[config.mk]
export PLATFORM = sky130hd
export DESIGN_NAME = pmid_slot_state
export DESIGN_NICKNAME = d
export VERILOG_FILES = /design/src/rtl/pmid_pkg.sv /design/src/rtl/pmid_slot_state.sv
export SDC_FILE = /design/constraint.sdc
export NUM_CORES = 1
export LEC_CHECK = 0
export BUFFER_PORTS_ARGS = -buffer_cell sky130_fd_sc_hd__buf_2
export CORE_AREA = 2 2 165 167
export DETAILED_ROUTE_END_ITERATION = 7
export DIE_AREA = 0 0 167 169
export PLACE_DENSITY_LB_ADDON = 0.12
export SLEW_MARGIN = 5
export SYNTH_ARGS = -nofsm -noshare
export SYNTH_HDL_FRONTEND = slang
export SYNTH_SLANG_ARGS = --single-unit
export TNS_END_PERCENT = 50
[constraint.sdc]
create_clock -name clk_i -period 1.36 [get_ports clk_i]
set_input_delay 0.068 -clock clk_i [delete_from_list [all_inputs] [get_ports clk_i]]
set_output_delay 0.068 -clock clk_i [all_outputs]
set_load 0.005 [all_outputs]
[src/rtl/pmid_pkg.sv]
package pmid_pkg;

  localparam int unsigned OriginW = 24;
  localparam int unsigned DirW    = 18;
  localparam int unsigned DevW    = 6;
  localparam int unsigned ThrW    = 32;
  localparam int unsigned HoldW   = 8;
  localparam int unsigned CfgIdxW = 2;
  localparam int unsigned CfgDataW = 32;

  localparam logic [ThrW-1:0]  PosThrReset  = 32'd241592;
  localparam logic [ThrW-1:0]  DirThrReset  = 32'd343597;
  localparam logic [HoldW-1:0] HoldReset    = 8'd24;

  typedef enum logic [1:0] {
    MODE_NONE   = 2'd0,
    MODE_KEEP   = 2'd1,
    MODE_ACTIVE = 2'd2
  } pmid_mode_e;

  typedef enum logic [CfgIdxW-1:0] {
    REG_POS_THR  = 2'd0,
    REG_DIR_THR  = 2'd1,
    REG_HOLD     = 2'd2,
    REG_RESERVED = 2'd3
  } pmid_reg_e;

  typedef enum logic {
    CMD_SAMPLE = 1'b0,
    CMD_CLEAR  = 1'b1
  } pmid_cmd_e;

  typedef struct packed {
    logic [DevW-1:0]           device_index;
    logic signed [OriginW-1:0] origin_x;
    logic signed [OriginW-1:0] origin_y;
    logic signed [OriginW-1:0] origin_z;
    logic signed [DirW-1:0]    dir_x;
    logic signed [DirW-1:0]    dir_y;
    logic signed [DirW-1:0]    dir_z;
  } pmid_pose_t;

  typedef struct packed {
    pmid_cmd_e  command;
    logic       slot;
    logic       force_update;
    pmid_pose_t pose;
  } pmid_sample_t;

  typedef struct packed {
    logic             valid;
    pmid_pose_t       pose;
    logic [HoldW-1:0] frames_left;
  } pmid_slot_t;

  typedef struct packed {
    logic             write;
    logic             clear;
    logic             slot;
    pmid_pose_t       pose;
    logic [HoldW-1:0] frames_left;
  } pmid_slot_upd_t;

endpackage

[src/rtl/pmid_slot_state.sv]
module pmid_slot_state (
  input  logic                    clk_i,
  input  logic                    rst_ni,
  input  pmid_pkg::pmid_slot_upd_t upd_i,
  output pmid_pkg::pmid_slot_t     slots_o [2]
);
  import pmid_pkg::*;

  logic             valid_q  [2];
  logic [HoldW-1:0] frames_q [2];
  pmid_pose_t       pose_q   [2];

  always_ff @(posedge clk_i or negedge rst_ni) begin
    if (!rst_ni) begin
      valid_q[0]  <= 1'b0;
      valid_q[1]  <= 1'b0;
      frames_q[0] <= '0;
      frames_q[1] <= '0;
    end else if (upd_i.clear) begin
      valid_q[0]  <= 1'b0;
      valid_q[1]  <= 1'b0;
      frames_q[0] <= '0;
      frames_q[1] <= '0;
    end else if (upd_i.write) begin
      valid_q[upd_i.slot]  <= 1'b1;
      frames_q[upd_i.slot] <= upd_i.frames_left;
    end
  end

  // The stored pose is only looked at while its slot is valid.
  always_ff @(posedge clk_i) begin
    if (upd_i.write && !upd_i.clear) begin
      pose_q[upd_i.slot] <= upd_i.pose;
    end
  end

  always_comb begin
    for (int i = 0; i < 2; i++) begin
      slots_o[i].valid       = valid_q[i];
      slots_o[i].pose        = pose_q[i];
      slots_o[i].frames_left = frames_q[i];
    end
  end

endmodule

# == Word-level counts from Yosys, hierarchy flattened ==
# Memory sizes are Yosys's and may differ from the RTL's.
# Cells that the tools add are included.
# totals
register_bits,18
mem_count,1
inputBits,145
output_inout_bits,282
ram_bits,264
elab_cells,24
# op_classes
order_cmp,2
n_reduce_logical,4
n_bitwise,2
mux,11
# mem_list
memory,depth,width,rd,rd_ports_with_merged_regs,write_ports,line,source
pose_q,2,132,2,0,1,pmid_slot_state.sv:11,pmid_pose_t pose_q [2];
# ops
op,n
$mux 16,2
$bwmux 16,1
$demux 8 s1,1
$mux 8,1
$mux 2,2
$mux 1,3
$ge 2x2->1 const B,1
$logic_and 1x1->1,2
$lt 2x1->1 const B,1
$not 1->2,1
$or 2x2->2,1
$reduce_bool 2->1,1
$demux 1 s1,1
$logic_not 1->1,1

# == Logic depth before layout (Yosys ltp) ==
# Gate-level depths: netlist of the first run.
# logic_depth
depth_word,8
ltp_mapped,4
ltp_nobuf,2

# == Worst setup path after synthesis of the first run ==
# OpenSTA, ideal clock, no wires.
# synth_path
kind,input to register
from,input upd_i[141] (netlist name)
to,"memory pose_q[0][0] (netlist name), enable pin"
required_time_ns,0.549
arrival_time_ns,9.906
setup_ns,0.811
stages,3
path_slack_ns,-9.357
path_buffers,2
path_cell_list,buf_2 -> buf_2 -> nor3b_1
# synth_via
elab_chain_cells,4
# synth_lines
element,line,source
start: declaration,pmid_slot_state.sv:4,"input pmid_pkg::pmid_slot_upd_t upd_i,"
$logic_not 1->1,pmid_slot_state.sv:32,if (upd_i.write && !upd_i.clear) begin
$logic_and 1x1->1,pmid_slot_state.sv:32,
$mux 1,pmid_slot_state.sv:32,
$mux 1 (implied by the code),pmid_slot_state.sv:33,pose_q[upd_i.slot] <= upd_i.pose;
end: declaration,pmid_slot_state.sv:11,
# No other way between the ends.

# == Worst setup path in the final report of the first run ==
# layout_path
from,input upd_i[140] (netlist name)
to,"memory pose_q[0][27] (netlist name), enable pin"
# No word-level cell before the write port.

==> out/summary.txt, run 1 <==
Final Setup Violations = 0
post-route setup slack = 0.121 ns
VDD IR max = 0.00101 V
Worst Setup Start Kind = primary input
Cell variety after synth = 14
final hold vios = 0
crit path capture = pose_q[0][27]$_DFFE_PP_
clock tree buffer depth = 3
CTS HTree Levels = 1
most numerous cell in the Yosys netlist = edfxtp_1
status = complete, no violations
Hold Crit Class = primary input to flip-flop
Gate Count Post-Synth = 337
Die Ht = 169 microns
Fin Hold WS = 0.0169 ns
CTS tree = built
# fillers = 2195
register area share after synthesis = 95.5%
Slew headroom = 65.8%
synthesized area per cell = 26.0 sq um
CP Launch Point = upd_i[140]
Setup CP Type = primary input to flip-flop
end of the worst register-to-register path = slots_o[5]$_DFFE_PN0P_
initial DRC count = 368
syn nets = 482
die area = 28200 sq um
CTS Hold Buffers Added = 145
Starting Density = 33.1%
wire per inst = 18.3 microns
Max Freq = 0.807 GHz
core area = 26500 sq um
first-pass GRT wire length = 35.2 mm
cell row count = 60
setup TNS = 0 ns
Placed Instances = 1113
unrepaired setup endpoints after global routing = no
Area Overhead vs Synth = 58.4%
Worst EP arrival = 1.46 ns
number of global-route vias before repair = 5997
most frequent cells after synthesis = edfxtp_1 (264), nand2b_1 (25), dfrtp_1 (18)
Net count, final = 1093
worst endpoint required time = 1.58 ns
HPWL Detailed = 17.8 mm
Vias/cell = 4.26
IO Pins = 427
Die Width = 167 microns
layout cells sized above 1 = 50.0%
DRC Markers = 0
clk_skew = 0 ns
total wire length = 24.0 mm
# port buffers = 426
Layout Cells excl Fill = 1314
DRT antenna net count = 0
worst slack, placed = 0.110 ns
CTS resizes = 0
number of synthesized flops with an enable pin = 264
area leader, netlist = edfxtp_1
worst skew pair latency = 0.52 ns
RD Place Congestion = 0.779
worst slew pin tran = 0.511 ns
Worst R2R Path Depth = 2
Post-CTS Repair Setup Buffers = 0
P_leak = 0.00569 uW
Final Cycle Share = 91.1%
Pwr per Cell Area = 1370 nW/um^2
yosys warns = 0
Clock transition at path regs = 0.06 ns
CTS Buf Count = 29
maximum fanout along the worst path = 17
Post-synth top flop = edfxtp_1
Synth area leaders = edfxtp_1 (90%), dfrtp_1 (5.1%), mux2i_1 (1.8%), nand2b_1 (1.8%), buf_2 (0.23%)
initial antenna violation count = 4
FFs w/ async S/R, synth = 6.38%
overall power = 19000 uW
fin crit period = 1.24 ns
RR Startpoint = slots_o[5]$_DFFE_PN0P_
Overflow after GRT = 0
Reg2Reg Setup Slack = 0.70 ns
Yosys top cell area share = 90.4%
Critical Path End Type = flip-flop
gr usage total = 16.2%
MaxCap Viol Count = 0
router iterations before antenna repair = 4
vias post-DR = 5601
Syn Std Cell Area = 8770 sq um
largest net degree at the start of global routing = 61
max-slew violation count = 0
CTS Root Cell = clkbuf_16
clock sink total = 282
Synth Register Bits = 282
## area by class of cell
type                    instances  area [sq um]  share of cell area (%)
flip-flops and latches        282          8380                    60.3
repair buffers                585          3780                    27.2
multi-input cells              49           378                    2.72
inverters                       1          3.75                  0.0270
clock inverters                17           166                    1.20
clock buffers                  36           752                    5.41
diodes                          3          7.51                  0.0541
well taps                     341           427                    3.07
## critical path: stages
cell           delay (ns)
dlygate4sd3_1        0.53
buf_2                0.17
nor3b_4              0.24
buf_12               0.21
buf_4                0.24
## sequential cells by signal, summed over array words and instances, names as in the netlist
signal and flops:
pose_q 264, slots_o 18
## metal layers
layer | vias to the layer above | GRT usage, % | part of all wire, % | wire length (microns)
li1 | 2556 | - | - | -
met1 | 2727 | 17.8 | 35 | 8470
met2 | 274 | 29.4 | 53 | 12700
met3 | 42 | 5.70 | 9.8 | 2350
met4 | 2 | 5.13 | 2.4 | 568
met5 | - | 0 | 0.054 | 13
## per-stage QoR
| step | utilization, % | cell area, sq um |
|---|---|---|
| global route | 52.4 | 13900 |
| finish | 52.4 | 13900 |
| detailed placement | 43.4 | 11500 |
| floorplan | - | 8800 |
| CTS | 52.4 | 13900 |
| global placement | 43.4 | 11500 |
## cell families after synthesis
group | share of synthesized area (%)
simple gates | 2.20
compound gates | 0.114
flops | 95.5
buf+inv | 0.314
mux | 1.83
## worst min path at each step
stage	to	start	cells after the start	slack [ns]
3_3_place_gp	slots_o[148]$_DFFE_PN0P_	rst_ni	1	0.01
4_1_cts	slots_o[140]$_DFFE_PN0P_	upd_i[141]	3	0.002
3_5_place_dp	slots_o[148]$_DFFE_PN0P_	rst_ni	1	0.02
2_1_floorplan	slots_o[0]$_DFFE_PN0P_	rst_ni	0	-0.23
5_1_grt	slots_o[140]$_DFFE_PN0P_	upd_i[141]	3	0.05
6_report	slots_o[140]$_DFFE_PN0P_	upd_i[141]	3	0.02
## where the power goes
| group | internal (uW) | switching (uW) |
|---|---|---|
| Clock | 4490 | 3080 |
| Combinational | 748 | 614 |
| Sequential | 9950 | 113 |
## placed cells by master (no fill, tap or decap), drive strengths merged
| master | n |
|---|---|
| buf | 440 |
| edfxtp | 264 |
| dlygate4sd3 | 145 |
| clkbuf | 36 |
| nand2b | 25 |
| dfrtp | 18 |
| mux2i | 16 |
| clkinv | 12 |
| diode | 3 |
| bufinv | 3 |
| inv | 3 |
| a21oi | 2 |
| and3b | 1 |
| nor3b | 1 |
| and2 | 1 |
| nor2b | 1 |
| nor2 | 1 |
| nand2 | 1 |
Note: power is estimated with default switching activity, not from simulation.
==> inputs of run 2 (changes only) <==
Settings changed: BUFFER_PORTS_ARGS -buffer_cell sky130_fd_sc_hd__buf_2 to not set, DONT_BUFFER_PORTS set to 1.
==> out/summary.txt, run 2 <==
cell row count = 60 (unchanged)
CTS Root Cell = clkbuf_16
clock tree buffer depth = 3 (unchanged)
Die Width = 167 microns (unchanged)
Synth Register Bits = 282 (unchanged)
Gate Count Post-Synth = 337 (unchanged)
HPWL Detailed = 15.5 mm (-13%)
RD Place Congestion = 0.739 (-5.1%)
IO Pins = 427 (unchanged)
status = did not finish
yosys warns = 0 (unchanged)
Post-synth top flop = edfxtp_1
most frequent cells after synthesis = edfxtp_1 (264), nand2b_1 (25), dfrtp_1 (18)
Die Ht = 169 microns (unchanged)
CTS HTree Levels = 1 (unchanged)
# port buffers = 0 (-100%)
area leader, netlist = edfxtp_1
CTS resizes = 0 (unchanged)
Yosys top cell area share = 90.4% (unchanged)
register area share after synthesis = 95.5% (unchanged)
Cell variety after synth = 14 (unchanged)
Syn Std Cell Area = 8770 sq um (unchanged)
CTS Hold Buffers Added = 148 (+2.1%)
FFs w/ async S/R, synth = 6.38% (unchanged)
syn nets = 482 (unchanged)
number of synthesized flops with an enable pin = 264 (unchanged)
error msg = [ERROR RSZ-0060] Max buffer count reached.
most numerous cell in the Yosys netlist = edfxtp_1
Starting Density = 33.1% (unchanged)
synthesized area per cell = 26.0 sq um (unchanged)
Fail Step = clock tree synthesis
clock sink total = 282 (unchanged)
Synth area leaders = edfxtp_1 (90%), dfrtp_1 (5.1%), mux2i_1 (1.8%), nand2b_1 (1.8%), buf_2 (0.23%)
Post-CTS Repair Setup Buffers = 0 (unchanged)
CTS Buf Count = 28 (-3.4%)
## run 2: cell counts after synthesis
No cell type changed its count.
## run 2: kinds of logic after synthesis
family,share of synthesized area (%)
flops,95.5
buf+inv,0.314
mux,1.83
compound gates,0.114
simple gates,2.20
## run 2: metrics by stage
| step | setup slack (ns) | instance area, sq um | cells | util (%) | hold WS, ns |
|---|---|---|---|---|---|
| 2_1_floorplan | -2.72 | 8800 | 337 | - | -0.228 |
| 3_3_place_gp | 0.255 | 9380 | 686 | 35.4 | -0.227 |
| 3_5_place_dp | 0.242 | 9380 | 686 | 35.4 | -0.227 |
==> inputs of run 3 (changes only) <==
Settings changed: CORE_AREA 2 2 165 167 to not set, CORE_MARGIN set to 2, CORE_UTILIZATION set to 30, DIE_AREA 0 0 167 169 to not set, PLACE_DENSITY_LB_ADDON 0.12 to 0.15.
==> out/summary.txt, run 3 <==
yosys warns = 0 (unchanged)
number of synthesized flops with an enable pin = 264 (unchanged)
cell row count = 62 (+3.3%)
Fail Step = clock tree synthesis
CTS HTree Levels = 1 (unchanged)
area leader, netlist = edfxtp_1
# port buffers = 0 (unchanged)
synthesized area per cell = 26.0 sq um (unchanged)
Cell variety after synth = 14 (unchanged)
CTS resizes = 0 (unchanged)
error msg = [ERROR RSZ-0060] Max buffer count reached.
most frequent cells after synthesis = edfxtp_1 (264), nand2b_1 (25), dfrtp_1 (18)
RD Place Congestion = 0.737 (-0.26%)
HPWL Detailed = 15.5 mm (+0.21%)
Die Ht = 175 microns (+3.5%)
most numerous cell in the Yosys netlist = edfxtp_1
Synth Register Bits = 282 (unchanged)
CTS Hold Buffers Added = 156 (+5.4%)
Synth area leaders = edfxtp_1 (90%), dfrtp_1 (5.1%), mux2i_1 (1.8%), nand2b_1 (1.8%), buf_2 (0.23%)
Starting Density = 30.5% (-2.6 points)
Post-synth top flop = edfxtp_1
CTS Buf Count = 29 (+3.6%)
status = did not finish
worst slack, placed = 0.246 ns (+0.00392 ns)
clock tree buffer depth = 3 (unchanged)
Die Width = 175 microns (+4.8%)
syn nets = 482 (unchanged)
Gate Count Post-Synth = 337 (unchanged)
FFs w/ async S/R, synth = 6.38% (unchanged)
register area share after synthesis = 95.5% (unchanged)
CTS Root Cell = clkbuf_16
Syn Std Cell Area = 8770 sq um (unchanged)
Yosys top cell area share = 90.4% (unchanged)
IO Pins = 427 (unchanged)
clock sink total = 282 (unchanged)
Post-CTS Repair Setup Buffers = 0 (unchanged)
==> run 3: through the flow <==
step	area [sq um]	hold WS (ns)	cells	util, %	TNS, ns
floorplan	8800	-0.228	337	-	-702.38
global placement	9440	-0.227	727	32.8	0
detailed placement	9440	-0.227	727	32.8	0
==> run 3: cells by family after synthesis <==
kind of cell / Yosys count / synth area share, %
AO/OA/AOI/OAI: 2 / 0.114
multiplexers: 16 / 1.83
buffers and inverters: 6 / 0.314
flip-flops: 282 / 95.5
AND/OR/NAND/NOR: 31 / 2.20
